--- config.mk ---
export PLATFORM = sky130hd
export DESIGN_NAME = fat_cluster_chain_engine
export DESIGN_NICKNAME = d
export VERILOG_FILES = /design/src/hw/rtl/fcce_pkg.sv /design/src/hw/rtl/fcce_front.sv /design/src/hw/rtl/fcce_back.sv /design/src/hw/rtl/fat_cluster_chain_engine.sv
export SDC_FILE = /design/constraint.sdc
export NUM_CORES = 2
export LEC_CHECK = 0
export BUFFER_PORTS_ARGS = -buffer_cell sky130_fd_sc_hd__buf_2
export CAP_MARGIN = 20
export CORE_ASPECT_RATIO = 1.5
export CORE_UTILIZATION = 45
export CTS_CLUSTER_SIZE = 12
export DETAILED_ROUTE_END_ITERATION = 12
export GPL_TIMING_DRIVEN = 0
export SYNTH_ARGS = -nofsm -noshare
export SYNTH_HDL_FRONTEND = slang
export SYNTH_HIERARCHICAL = 1
export SYNTH_SLANG_ARGS = --single-unit
--- constraint.sdc ---
create_clock -name i_clk -period 6.2 [get_ports i_clk]
set_input_delay 0.62 -clock i_clk [delete_from_list [all_inputs] [get_ports i_clk]]
set_output_delay 0.62 -clock i_clk [all_outputs]
set_load 0.05 [all_outputs]
--- src/hw/rtl/fcce_pkg.sv ---
// Shared types and constants of the cluster link table engine.
`timescale 1ns / 1ps
package fcce_pkg;

    // Request codes
    localparam logic [2:0] REQ_READ   = 3'd0;
    localparam logic [2:0] REQ_WRITE  = 3'd1;
    localparam logic [2:0] REQ_WALK   = 3'd2;
    localparam logic [2:0] REQ_FREE   = 3'd3;
    localparam logic [2:0] REQ_APPEND = 3'd4;
    localparam logic [2:0] REQ_INIT   = 3'd5;

    // Status codes
    localparam logic [1:0] ST_OK    = 2'd0;
    localparam logic [1:0] ST_RANGE = 2'd1;
    localparam logic [1:0] ST_LOOP  = 2'd2;
    localparam logic [1:0] ST_EMPTY = 2'd3;

    // Configuration register indexes
    localparam logic [1:0] CFG_COUNT = 2'd0;
    localparam logic [1:0] CFG_FREE  = 2'd1;
    localparam logic [1:0] CFG_END   = 2'd2;

    // Longest chain reported
    localparam int unsigned MAX_RESULTS = 64;

    // Classified request between front and back
    typedef struct packed {
        logic [2:0]  req;
        logic [31:0] first;
        logic [31:0] second;
        logic        err;     // reject at once with err_st
        logic [1:0]  err_st;
        logic        a_mark;  // first is a marker (append)
    } t_cmd;

    // Result item
    typedef struct packed {
        logic [1:0]  status;
        logic [31:0] data;
        logic        last;
    } t_res;

endpackage

--- src/hw/rtl/fcce_front.sv ---
// Front end: accepts requests, checks ranges and markers, queues commands.
`timescale 1ns / 1ps
module fcce_front (
    input  logic                 i_clk,
    input  logic                 i_rst_n,
    input  logic                 i_valid,
    output logic                 o_ready,
    input  logic [2:0]           i_req,
    input  logic [31:0]          i_first,
    input  logic [31:0]          i_second,
    input  logic [6:0]           i_n,
    input  logic [31:0]          i_free,
    input  logic [31:0]          i_end,
    output logic                 o_cmd_valid,
    input  logic                 i_cmd_ready,
    output fcce_pkg::t_cmd       o_cmd
);
    import fcce_pkg::*;

    localparam int QD = 2;

    t_cmd       r_q [QD];
    logic [0:0] r_wp, r_rp;
    logic [1:0] r_cnt;
    t_cmd       w_c;
    logic       w_a_oor, w_b_oor, w_a_mk, w_b_mk, w_push, w_pop;

    // Classify the incoming request
    always_comb begin
        w_a_oor = (i_first >= {25'd0, i_n});
        w_b_oor = (i_second >= {25'd0, i_n});
        w_a_mk  = (i_first == i_free) || (i_first == i_end);
        w_b_mk  = (i_second == i_free) || (i_second == i_end);
        w_c.req    = i_req;
        w_c.first  = i_first;
        w_c.second = i_second;
        w_c.a_mark = w_a_mk;
        w_c.err    = 1'b0;
        w_c.err_st = ST_RANGE;
        priority case (i_req)
            REQ_READ, REQ_WRITE: w_c.err = w_a_oor;
            REQ_WALK, REQ_FREE: begin
                if (i_n == 7'd0) begin
                    w_c.err = 1'b1;
                end else if (w_a_mk || w_a_oor) begin
                    w_c.err = 1'b1;
                    w_c.err_st = ST_EMPTY;
                end
            end
            REQ_APPEND: w_c.err = w_a_oor || w_b_mk || w_b_oor;
            REQ_INIT:   w_c.err = (i_n == 7'd0);
            default:    w_c.err = 1'b1;
        endcase
    end

    assign o_ready     = (r_cnt != 2'(QD));
    assign w_push      = i_valid && o_ready;
    assign o_cmd_valid = (r_cnt != 2'd0);
    assign w_pop       = o_cmd_valid && i_cmd_ready;
    assign o_cmd       = r_q[r_rp];

    // Queue storage
    always_ff @(posedge i_clk) begin
        if (w_push) r_q[r_wp] <= w_c;
    end

    // Queue pointers
    always_ff @(posedge i_clk) begin
        if (!i_rst_n) begin
            r_wp <= '0; r_rp <= '0; r_cnt <= '0;
        end else begin
            if (w_push) r_wp <= r_wp + 1'b1;
            if (w_pop)  r_rp <= r_rp + 1'b1;
            r_cnt <= r_cnt + 2'(w_push) - 2'(w_pop);
        end
    end

    assert property (@(posedge i_clk) disable iff (!i_rst_n) r_cnt <= 2'(QD))
        else $error("queue count overflow");
    assert property (@(posedge i_clk) disable iff (!i_rst_n)
        (r_cnt == 2'd0) |-> !w_pop) else $error("pop from empty queue");
    assert property (@(posedge i_clk) disable iff (!i_rst_n)
        (w_push && !w_pop) |=> (r_cnt == $past(r_cnt) + 2'd1))
        else $error("push not counted");

endmodule

--- src/hw/rtl/fcce_back.sv ---
// Back end: sequencer over the link memory that carries out each command.
`timescale 1ns / 1ps
module fcce_back #(
    parameter int TABLE_DEPTH = 64
) (
    input  logic                 i_clk,
    input  logic                 i_rst_n,
    input  logic                 i_cmd_valid,
    output logic                 o_cmd_ready,
    input  fcce_pkg::t_cmd       i_cmd,
    input  logic [6:0]           i_n,
    input  logic [31:0]          i_free,
    input  logic [31:0]          i_end,
    output logic                 o_res_valid,
    input  logic                 i_res_ready,
    output fcce_pkg::t_res       o_res
);
    import fcce_pkg::*;

    localparam int AW = (TABLE_DEPTH > 1) ? $clog2(TABLE_DEPTH) : 1;

    typedef enum logic [3:0] {
        S_IDLE, S_RD, S_RDW, S_CHK, S_CHKW, S_EMIT, S_EMITW, S_FREE, S_FREEW,
        S_APP, S_INIT, S_OUT
    } t_state;

    logic [31:0] r_mem [TABLE_DEPTH];
    logic [31:0] r_rdata;

    t_state      r_state;
    t_cmd        r_cmd;
    logic [31:0] r_cur;
    logic [6:0]  r_len;
    logic [AW-1:0] r_idx;
    logic        r_res_valid;
    t_res        r_res;

    logic          w_we, w_re;
    logic [AW-1:0] w_wa, w_ra;
    logic [31:0]   w_wd;
    logic          w_stop_rd, w_stop_cur;

    // Chain ends at a marker or an index out of range
    assign w_stop_rd  = (r_rdata == i_end) || (r_rdata == i_free)
                     || (r_rdata >= {25'd0, i_n});
    assign w_stop_cur = (r_cur == i_end) || (r_cur == i_free)
                     || (r_cur >= {25'd0, i_n});

    assign o_cmd_ready = (r_state == S_IDLE) && !r_res_valid;
    assign o_res_valid = r_res_valid;
    assign o_res       = r_res;

    // Memory port control
    always_comb begin
        w_we = 1'b0; w_wa = r_idx; w_wd = i_free;
        w_re = 1'b0; w_ra = r_cur[AW-1:0];
        unique case (r_state)
            S_RD:   begin w_re = 1'b1; w_ra = r_cmd.first[AW-1:0]; end
            S_CHK, S_EMIT, S_FREE: w_re = 1'b1;
            S_FREEW: begin w_we = 1'b1; w_wa = r_cur[AW-1:0]; end
            S_INIT: w_we = 1'b1;
            default: ;
        endcase
        if (r_state == S_RD && r_cmd.req == REQ_WRITE) begin
            w_re = 1'b0; w_we = 1'b1;
            w_wa = r_cmd.first[AW-1:0]; w_wd = r_cmd.second;
        end
        if (r_state == S_APP) begin
            w_we = 1'b1;
            if (r_len == 7'd0) begin
                w_wa = r_cmd.second[AW-1:0]; w_wd = i_end;
            end else begin
                w_wa = r_cmd.first[AW-1:0]; w_wd = r_cmd.second;
            end
        end
    end

    // Link memory
    always_ff @(posedge i_clk) begin
        if (w_we) r_mem[w_wa] <= w_wd;
        if (w_re) r_rdata <= r_mem[w_ra];
    end

    // Sequencer
    always_ff @(posedge i_clk) begin
        if (!i_rst_n) begin
            r_state <= S_IDLE;
            r_res_valid <= 1'b0;
        end else begin
            if (r_res_valid && i_res_ready) r_res_valid <= 1'b0;
            unique case (r_state)
                S_IDLE: begin
                    if (i_cmd_valid && o_cmd_ready) begin
                        r_cmd <= i_cmd;
                        r_cur <= i_cmd.first;
                        r_len <= '0;
                        r_idx <= '0;
                        r_res <= '{status: (i_cmd.err ? i_cmd.err_st : ST_OK),
                                   data: 32'd0, last: 1'b1};
                        if (i_cmd.err) begin
                            r_state <= S_OUT;
                        end else begin
                            priority case (i_cmd.req)
                                REQ_READ, REQ_WRITE: r_state <= S_RD;
                                REQ_APPEND:          r_state <= S_APP;
                                REQ_INIT:            r_state <= S_INIT;
                                default:             r_state <= S_CHK;
                            endcase
                        end
                    end
                end
                S_RD: r_state <= (r_cmd.req == REQ_WRITE) ? S_OUT : S_RDW;
                S_RDW: begin
                    r_res.data <= r_rdata;
                    r_state <= S_OUT;
                end
                // Pass one: measure the chain for loops
                S_CHK: begin
                    r_len <= r_len + 7'd1;
                    r_state <= S_CHKW;
                end
                S_CHKW: begin
                    if (r_len > i_n) begin
                        r_res.status <= ST_LOOP;
                        r_state <= S_OUT;
                    end else if (w_stop_rd) begin
                        r_cur <= r_cmd.first;
                        r_state <= (r_cmd.req == REQ_FREE) ? S_FREE : S_EMIT;
                    end else begin
                        r_cur <= r_rdata;
                        r_state <= S_CHK;
                    end
                end
                // Pass two: emit each cluster
                S_EMIT: if (!r_res_valid || i_res_ready) r_state <= S_EMITW;
                S_EMITW: begin
                    r_res_valid <= 1'b1;
                    r_res <= '{status: ST_OK, data: r_cur, last: w_stop_rd};
                    r_cur <= r_rdata;
                    r_state <= w_stop_rd ? S_IDLE : S_EMIT;
                end
                // Pass two: free each link after reading its successor
                S_FREE: r_state <= S_FREEW;
                S_FREEW: begin
                    r_cur <= r_rdata;
                    r_state <= w_stop_rd ? S_OUT : S_FREE;
                end
                S_APP: begin
                    r_len <= 7'd1;
                    if (r_len != 7'd0 || r_cmd.a_mark) r_state <= S_OUT;
                end
                S_INIT: begin
                    if ({25'd0, i_n} == 32'(r_idx) + 32'd1 || r_idx == AW'(TABLE_DEPTH - 1))
                    begin
                        if (r_cmd.second != 32'd0 && r_cmd.first < {25'd0, i_n}) begin
                            r_cmd.req <= REQ_WRITE;
                            r_cmd.second <= i_end;
                            r_state <= S_RD;
                        end else begin
                            r_state <= S_OUT;
                        end
                    end else begin
                        r_idx <= r_idx + 1'b1;
                    end
                end
                S_OUT: if (!r_res_valid) begin
                    r_res_valid <= 1'b1;
                    r_state <= S_IDLE;
                end
                default: r_state <= S_IDLE;
            endcase
        end
    end

    assert property (@(posedge i_clk) disable iff (!i_rst_n)
        (r_state == S_CHKW) |-> (r_len <= i_n + 7'd1)) else $error("walk overran");
    assert property (@(posedge i_clk) disable iff (!i_rst_n)
        (o_res_valid && !i_res_ready) |=> o_res_valid) else $error("result dropped");
    assert property (@(posedge i_clk) disable iff (!i_rst_n)
        (r_state == S_EMITW) |-> !w_stop_cur) else $error("emitting a marker");

endmodule

--- src/hw/rtl/fat_cluster_chain_engine.sv ---
// Top level of the cluster link table engine.
`timescale 1ns / 1ps
// Requests enter a two-deep queue and are carried out one at a time over a
// single-port link memory with a registered read. Initialize writes the free
// marker to each entry and then, when a root is asked for, marks it with the
// end marker. Walk and free first measure the chain to catch loops, then emit
// or free it; a stalled result output holds the emit pass. The back end takes
// the next request only after the previous result has been taken. Entries are
// undefined until written; reset does not clear them.
module fat_cluster_chain_engine #(
    parameter int TABLE_DEPTH = 64
) (
    input  logic        i_clk,
    input  logic        i_rst_n,
    input  logic        s_axis_tvalid,
    output logic        s_axis_tready,
    input  logic [63:0] s_axis_tdata,  // first_cluster[31:0], second_value[63:32]
    input  logic [2:0]  s_axis_tuser,  // req_type
    output logic        m_axis_tvalid,
    input  logic        m_axis_tready,
    output logic [31:0] m_axis_tdata,  // data
    output logic [1:0]  m_axis_tuser,  // status
    output logic        m_axis_tlast,
    input  logic        i_cfg_valid,
    output logic        o_cfg_ready,
    input  logic [1:0]  i_cfg_index,
    input  logic [31:0] i_cfg_data
);
    import fcce_pkg::*;

    localparam int CAP = (TABLE_DEPTH < int'(MAX_RESULTS)) ? TABLE_DEPTH : int'(MAX_RESULTS);

    logic [6:0]  r_count;
    logic [31:0] r_free, r_end;
    logic [6:0]  w_n;
    logic        w_cv, w_cr;
    t_cmd        w_cmd;
    t_res        w_res;

    assign o_cfg_ready = 1'b1;
    assign w_n = (r_count > 7'(CAP)) ? 7'(CAP) : r_count;

    // Configuration registers
    always_ff @(posedge i_clk) begin
        if (!i_rst_n) begin
            r_count <= 7'd64; r_free <= 32'd0; r_end <= 32'hFFFF_FFFF;
        end else if (i_cfg_valid) begin
            unique case (i_cfg_index)
                CFG_COUNT: r_count <= i_cfg_data[6:0];
                CFG_FREE:  r_free  <= i_cfg_data;
                CFG_END:   r_end   <= i_cfg_data;
                default: ;
            endcase
        end
    end

    fcce_front u_front (
        .i_clk, .i_rst_n,
        .i_valid(s_axis_tvalid), .o_ready(s_axis_tready),
        .i_req(s_axis_tuser), .i_first(s_axis_tdata[31:0]),
        .i_second(s_axis_tdata[63:32]),
        .i_n(w_n), .i_free(r_free), .i_end(r_end),
        .o_cmd_valid(w_cv), .i_cmd_ready(w_cr), .o_cmd(w_cmd)
    );

    fcce_back #(.TABLE_DEPTH(TABLE_DEPTH)) u_back (
        .i_clk, .i_rst_n,
        .i_cmd_valid(w_cv), .o_cmd_ready(w_cr), .i_cmd(w_cmd),
        .i_n(w_n), .i_free(r_free), .i_end(r_end),
        .o_res_valid(m_axis_tvalid), .i_res_ready(m_axis_tready), .o_res(w_res)
    );

    assign m_axis_tdata = w_res.data;
    assign m_axis_tuser = w_res.status;
    assign m_axis_tlast = w_res.last;

endmodule

## Yosys cells after proc, flatten, opt, wreduce, memory -nomap -nowiden

Memories as Yosys holds them, arrays and structs flattened. A register that Yosys moved wholly into a read port is not among the register bits.
Cells that the tools add are included.

| word-level totals | value |
|---|---|
| logic and storage cells | 191 |
| memories kept | 2 |
| latch bits | 0 |
| output and inout bits | 38 |
| bits in writable memories | 2190 |
| bits of input ports | 106 |
| ROM bits | 0 |
| bits in registers | 231 |

| cells by class | value |
|---|---|
| bitwise operators | 0 |
| $mul | 0 |
| multiplexer cells | 65 |
| reductions and logical operators | 50 |
| add/subtract/negate cells | 7 |
| $lt $le $gt $ge | 6 |
| equal/unequal tests | 41 |
| shift-type cells | 0 |
| div/mod/pow operators | 0 |

Memory list:

| memory | words | width | read ports | clocked after Yosys merged registers in | wr ports | RTL line | RTL |
|---|---|---|---|---|---|---|---|
| u_back.r_mem | 64 | 32 | 1 | 1 | 1 | fcce_back.sv:27 | `logic [31:0] r_mem [TABLE_DEPTH];` |
| u_front.r_q | 2 | 71 | 1 | 1 | 1 | fcce_front.sv:22 | `t_cmd r_q [QD];` |

Operator list:

| operator | count |
|---|---|
| two-way mux 32 bit | 8 |
| == test 32 bit | 6 |
| one-hot mux 32 bit (3 select lines) | 2 |
| >= comparator 32 x 7 -> 1 bit | 3 |
| two-way mux 71 bit | 1 |
| one-hot mux 32 bit (2 select lines) | 1 |
| one-hot mux 4 bit (12 select lines) | 1 |
| two-way mux 4 bit | 11 |
| two-way mux 6 bit | 7 |
| two-way mux 35 bit | 1 |
| == test 7 x 32 -> 1 bit | 1 |
| < comparator 32 x 7 -> 1 bit | 1 |
| nonzero test 32 bit | 1 |
| one-hot mux 7 bit (3 select lines) | 1 |
| == test 4 x 3 -> 1 bit (second input constant) | 4 |
| == test 4 bit (second input constant) | 4 |
| zero test 7 bit | 2 |
| two-way mux 1 bit | 14 |
| two-way mux 7 bit | 2 |
| == test 3 bit (second input constant) | 4 |
| two-way mux 3 bit | 4 |
| inequality test 2 bit (second input constant) | 6 |
| one-hot mux 4 bit (3 select lines) | 1 |
| one-hot mux 6 bit (2 select lines) | 1 |
| 36 further kinds | 82 |

## Logic depth before layout (Yosys ltp)

| depth | value |
|---|---|
| depth after elaboration | 7 |
| mapped depth | 15 |
| mapped depth without buffers | 11 |

## Cells and area by module

Netlist, hierarchy kept.

By module, submodules not included:

| module | area an instance (sq um) | sequential area each (sq um) | instances | cells each |
|---|---|---|---|---|
| fcce_back | 89024.1 | 67004.3 | 1 | 5907 |
| fcce_front | 7161.9 | 4304.1 | 1 | 481 |
| fat_cluster_chain_engine | 2999.1 | 1421.4 | 1 | 321 |

## Worst setup path after synthesis

Ideal clock, no wire load.

| path | value |
|---|---|
| kind | register to register |
| start point | register r_count[6] |
| end point | register u_back.r_cur[0] (enable) |
| setup time | 0.470 ns |
| required time | 5.730 ns |
| stages on the path, launching flop included | 10 |
| clock period less this slack | 4.488 ns |
| data arrival time | 4.018 ns |
| buffers on the path | 0 |
| setup slack | 1.712 ns |
| cell sequence | dfxtp_1 -> nor2b_1 -> inv_1 -> ha_1 -> nor2b_1 -> o211ai_1 -> a21oi_1 -> o22ai_1 -> nor3_1 -> a211oi_1 |

| on the way | value |
|---|---|
| longest elaborated chain between the ends | 5 |

RTL lines:

| element | RTL line | RTL |
|---|---|---|
| from (decl) | fat_cluster_chain_engine.sv:33 | `logic [6:0] r_count;` |
| from (signal assigned) | fat_cluster_chain_engine.sv:49 | `CFG_COUNT: r_count <= i_cfg_data[6:0];` |
| greater-than comparator 7 bit | fat_cluster_chain_engine.sv:41 | `assign w_n = (r_count > 7'(CAP)) ? 7'(CAP) : r_count;` |
| two-way mux 7 bit | fat_cluster_chain_engine.sv:41 |  |
| net w_n[1] | fat_cluster_chain_engine.sv:35 | `logic [6:0] w_n;` |
| greater-than comparator 7 bit | fcce_back.sv:123 | `if (r_len > i_n) begin` |
| inequality test 2 bit (no source line) | -- |  |
| AND reduction 4 bit (no source line) | -- |  |
| to (signal assigned) | fcce_back.sv:127 | `r_cur <= r_cmd.first;` |
| to (signal assigned) | fcce_back.sv:130 | `r_cur <= r_rdata;` |
| to (signal assigned) | fcce_back.sv:139 | `r_cur <= r_rdata;` |
| to (decl) | fcce_back.sv:32 | `logic [31:0] r_cur;` |

The timed path passes the listed nets, and every way through them passes these cells.
A chain may end at the register's enable or synchronous reset.

## Final worst setup path

| path | value |
|---|---|
| start point | register u_back.r_state[0] |
| end point | register u_back.r_rdata[30], read port of u_back.r_mem, data pin |

| on the way | value |
|---|---|
| longest elaborated chain between the ends | 4 |
| elaborated cells between the ends (all ways) | 9 |
| classes of those cells | 4 x eq/ne; 3 x mux; 2 x reduce/logical |

RTL lines:

| element | RTL line | RTL |
|---|---|---|
| from (decl) | fcce_back.sv:30 | `t_state r_state;` |
| from (signal assigned) | fcce_back.sv:112 | `S_RD: r_state <= (r_cmd.req == REQ_WRITE) ? S_OUT : S_RDW;` |
| from (signal assigned) | fcce_back.sv:128 | `r_state <= (r_cmd.req == REQ_FREE) ? S_FREE : S_EMIT;` |
| from (signal assigned) | fcce_back.sv:140 | `r_state <= w_stop_rd ? S_IDLE : S_EMIT;` |
| == test 4 x 2 -> 1 bit, or another cell as far along | fcce_back.sv:57 | `unique case (r_state)` |
| OR reduction 4 bit (no source line) | -- |  |
| two-way mux 1 bit | fcce_back.sv:57 |  |
| two-way mux 1 bit | fcce_back.sv:64 | `if (r_state == S_RD && r_cmd.req == REQ_WRITE) begin` |
| to (decl) | fcce_back.sv:28 | `logic [31:0] r_rdata;` |

Several ways; a longest one is shown, not always the timed one.

==> reports/summary.txt <==
OUTCOME
------------------------------------------------------------------------------------------------------
Status                                                                                    finished, violations left
Failing checks                                                                            hold timing, setup timing

POWER
------------------------------------------------------------------------------------------------------
Total internal power                                                                          0.0316 W
Share of power burned in the clock network                                                       24.9%
Fraction of power spent switching nets                                                           41.0%
Sequential power share                                                                           38.2%
Worst VDD drop                                                                                0.260 mV
Overall power of the completed layout                                                         0.0536 W
Static Leakage                                                                                 38.9 nW
Relative contribution of combinational cells to total power                                      36.9%
Switching power                                                                               0.0220 W
PwrDens                                                                                     461 nW/µm²

FINAL LAYOUT
------------------------------------------------------------------------------------------------------
Share of post-route cells with drive strength above 1                                            16.3%
Area taken by multi-input logic gates                                                        24900 µm²
Area occupied by registers                                                                   72700 µm²
Number of nets in the final layout                                                                7510
Area growth from synthesis to layout                                                             17.2%
Cell Count, Final, Fillers Out                                                                   10.4k
Filler cells                                                                                     17.7k

ROUTING
------------------------------------------------------------------------------------------------------
Wire length per cell                                                                           48.8 µm
Drt pass-1 iters                                                                                     7
Drt total wl                                                                                    505 mm
Via density                                                                                       7.05
Detailed Route Iter0 Violations                                                                  14.0k
Post-route ant nets                                                                                  0
Via count                                                                                        73.0k
Residual DRC count                                                                                   0

CRITICAL PATH
------------------------------------------------------------------------------------------------------
Internal reg-to-reg setup slack                                                                -620 ps
Data required, critical path                                                                   6800 ps
Arrival time worst endpoint                                                                    7420 ps
Capturing element type of the critical path                                                   register
Crit path max fanout                                                                                10
Crit Path Class                                                                                reg2reg
Startpoint type of the worst setup path                                                       register

STA
------------------------------------------------------------------------------------------------------
Setup repair after global routing missed its margin                                                yes
Slew Viols, Final                                                                                    0
Final worst slack                                                                              -618 ps
Slew @ Worst Pin                                                                               1380 ps
Worst Skew                                                                                     83.0 ps
Minimum hold slack                                                                            -10.3 ps
Endpoints failing setup                                                                              4
Clock period minus final worst setup slack                                                     6820 ps
Total negative slack for setup checks                                                          -787 ps
Number of hold-slack violations in the final timing report                                           2
Headroom to the max-slew limit                                                                   8.04%
Maximum clock frequency                                                                        147 MHz
Period utilization                                                                                110%

SYNTH
------------------------------------------------------------------------------------------------------
Fraction of synthesis flops using an asynchronous set or reset pin                                  0%
Cell accounting for the most synthesized area                                             sky130_fd_sc_hd__edfxtp_1
Most common cell in the netlist                                                           sky130_fd_sc_hd__edfxtp_1
Yosys warning count                                                                                  6
Leading cell types by count after synthesis                                               sky130_fd_sc_hd__edfxtp_1, sky130_fd_sc_hd__nand2_1, sky130_fd_sc_hd__nand3_1
Nets in the synthesized netlist                                                                   6854
Post-synth EDFFs                                                                                  2368
Cell variety after synth                                                                            87
Syn Inst Count                                                                                    6709
Post-synthesis instance area                                                                 99200 µm²
Dominant register cell in the synthesized netlist                                         sky130_fd_sc_hd__edfxtp_1
Main area contributors after synthesis                                                    sky130_fd_sc_hd__edfxtp_1, sky130_fd_sc_hd__nand2_1, sky130_fd_sc_hd__mux4_2
Synthesized area divided by synthesized cell count                                            14.8 µm²
Portion of the post-synthesis area used by sequential elements                                   73.3%
Flip-flop and latch count after synthesis                                                         2449
Area fraction of the dominant cell type after synthesis                                          71.7%

DIE
------------------------------------------------------------------------------------------------------
Die area                                                                                    222000 µm²
Width of the chip                                                                               385 µm
Initial Utilization                                                                              45.4%
Number of primary I/O pins                                                                         144
Count of standard-cell rows                                                                        210
Core ar.                                                                                    219000 µm²
Chip Height                                                                                     577 µm

CLOCKING
------------------------------------------------------------------------------------------------------
Clock sink count                                                                                  2449
Clock transition at the register clock pins on the worst setup and hold paths after CTS          60 ps
Skew-Pair Late Insertion Delay                                                                  960 ps
Htree depth                                                                                          4
Count of buffers added by post-CTS timing repair for setup                                           0
Clock Tree Root                                                                           sky130_fd_sc_hd__clkbuf_16
Number of buffers inserted during clock tree synthesis                                             239
Max Root-Sink Buffers                                                                                4
Clock tree from TritonCTS                                                                        built

PLACED DESIGN
------------------------------------------------------------------------------------------------------
Number of input and output port buffers inserted                                                   140
Half-perimeter wire length after detailed placement                                             359 mm
Gpl congestion                                                                                    1.03
Number of cells after detailed placement                                                          9949

FLOW RUN
------------------------------------------------------------------------------------------------------
Max_cap viols                                                                                        0

GLOBAL ROUTE
------------------------------------------------------------------------------------------------------
Overflow left after global routing                                                                   0
Initial antenna violation count                                                                     43
Total global routing track utilization                                                           45.2%
Wire length of the first global-routing pass                                                    647 mm
Number of global-route vias before repair                                                        67.4k
Maximum number of pins on one net before global-route repair                                        54

HOLD PATH
------------------------------------------------------------------------------------------------------
Worst hold path class                                                                           in2reg

==> final timing paths <==
| kind | start | endpoint | cells past startpoint |
|---|---|---|---|
| max | u_back/r_state[0] | u_back/r_rdata[30] | 10 |
| min | i_cfg_data[25] | r_free[25] | 3 |
| max reg2reg | u_back/r_state[0] | u_back/r_rdata[30] | 10 |
| min reg2reg | r_count[0] | r_count[0] | 2 |
==> state kept, by name, summed over array words and instances (netlist names), 2 cells and up, named ones only <==
name and cells:
u_back/r_len 7, r_count 7, r_end 32, u_front/r_q 140, u_back/r_idx 6, u_back/r_state 4
r_free 32, u_front/r_cnt 2, u_back/r_cmd 68, u_back/r_mem 2048, u_back/r_rdata 32, u_back/o_res 35
u_back/r_cur 32
==> metal layers <==
layer / track usage [%] / vias to the layer above / part of all wire [%]
li1: - / 26900 / -
met1: 45.7 / 36100 / 28
met2: 68.3 / 7371 / 44
met3: 16.9 / 2624 / 13
met4: 49.6 / 10 / 14
met5: 0.458 / - / 0.015
==> logic make-up (layout without fill, tap and decap cells) <==
| family | Yosys count | in the layout | share of synthesized area (%) |
|---|---|---|---|
| DFF | 2449 | 2449 | 73.3 |
| and+or+nand+nor | 2481 | 2481 | 11.2 |
| muxes | 365 | 365 | 5.61 |
| AOI/OAI and AO/OA | 698 | 698 | 5.03 |
| adders and majority gates | 39 | 39 | 0.492 |
| xor gates and xnor gates | 210 | 210 | 1.85 |
| buffers and inverters | 465 | 1210 | 2.44 |
| other | 2 | 47 | 0.00757 |
==> power groups by stage <==
stage	Combinational [W]	Clock (W)	Sequential (W)
5_1_grt	0.0192	0.0139	0.0205
2_1_floorplan	0.00772	0	0.0207
3_5_place_dp	0.0180	0	0.0208
3_3_place_gp	0.0167	0	0.0210
4_1_cts	0.0181	0.0133	0.0204
6_report	0.0198	0.0134	0.0205
==> final cells by class <==
cell class,count,area share [%]
antenna,45,0.0969
clock inverter,30,0.277
clock buffer,300,5.40
multi-input combinational,3795,21.4
inverter,81,0.262
buffer,384,1.84
tap,2862,3.08
sequential,2449,62.6
timing repair buffer,415,5.05
==> critical path: stages, from the launching register on <==
cell,delay [ps]
sky130_fd_sc_hd__dfxtp_1,490
sky130_fd_sc_hd__or4b_1,510
sky130_fd_sc_hd__buf_2,200
sky130_fd_sc_hd__buf_6,170
sky130_fd_sc_hd__mux2_2,600
sky130_fd_sc_hd__clkbuf_1,800
sky130_fd_sc_hd__clkbuf_1,1000
sky130_fd_sc_hd__nand3_1,290
sky130_fd_sc_hd__nand4_1,810
sky130_fd_sc_hd__nand4_1,780
sky130_fd_sc_hd__or4_1,840
==> metrics by stage <==
stage	cell area (µm²)	utilization (%)	setup slack [ps]
2_1_floorplan	99200	-	1710
3_3_place_gp	103000	47.3	-3230
3_5_place_dp	109000	49.9	12.8
4_1_cts	116000	53.0	59.9
5_1_grt	116000	53.1	-21.9
6_report	116000	53.2	-618
==> placed cells by master, fill, tap and decap left out, types with 58 or more instances in the layout <==
cell type	Yosys	final
sky130_fd_sc_hd__a21oi_1	120	118
sky130_fd_sc_hd__a22o_1	71	71
sky130_fd_sc_hd__a31oi_1	107	105
sky130_fd_sc_hd__buf_12	5	148
sky130_fd_sc_hd__buf_2	104	252
sky130_fd_sc_hd__clkbuf_1	159	203
sky130_fd_sc_hd__clkbuf_16	0	240
sky130_fd_sc_hd__dfxtp_1	81	81
sky130_fd_sc_hd__edfxtp_1	2368	2368
sky130_fd_sc_hd__inv_1	80	80
sky130_fd_sc_hd__mux2_2	81	81
sky130_fd_sc_hd__mux2i_1	137	136
sky130_fd_sc_hd__mux4_2	143	143
sky130_fd_sc_hd__nand2_1	1323	1323
sky130_fd_sc_hd__nand3_1	502	500
sky130_fd_sc_hd__nand4_1	167	167
sky130_fd_sc_hd__nor2_1	239	136
sky130_fd_sc_hd__nor2_4	1	100
sky130_fd_sc_hd__nor4_1	67	67
sky130_fd_sc_hd__o2111ai_1	58	58
sky130_fd_sc_hd__o22ai_1	68	68
sky130_fd_sc_hd__xnor2_1	140	140
sky130_fd_sc_hd__xor2_1	70	70
==> repair_timing <==
| action | in CTS | in global routing |
|---|---|---|
| setup endpoints to repair | 0 | 2 |
| resized for setup | 0 | 2 |
| hold buffers | 25 | 2 |
| hold endpoints to repair | 27 | 3 |
No activity file was read; power rests on OpenSTA's default activity.
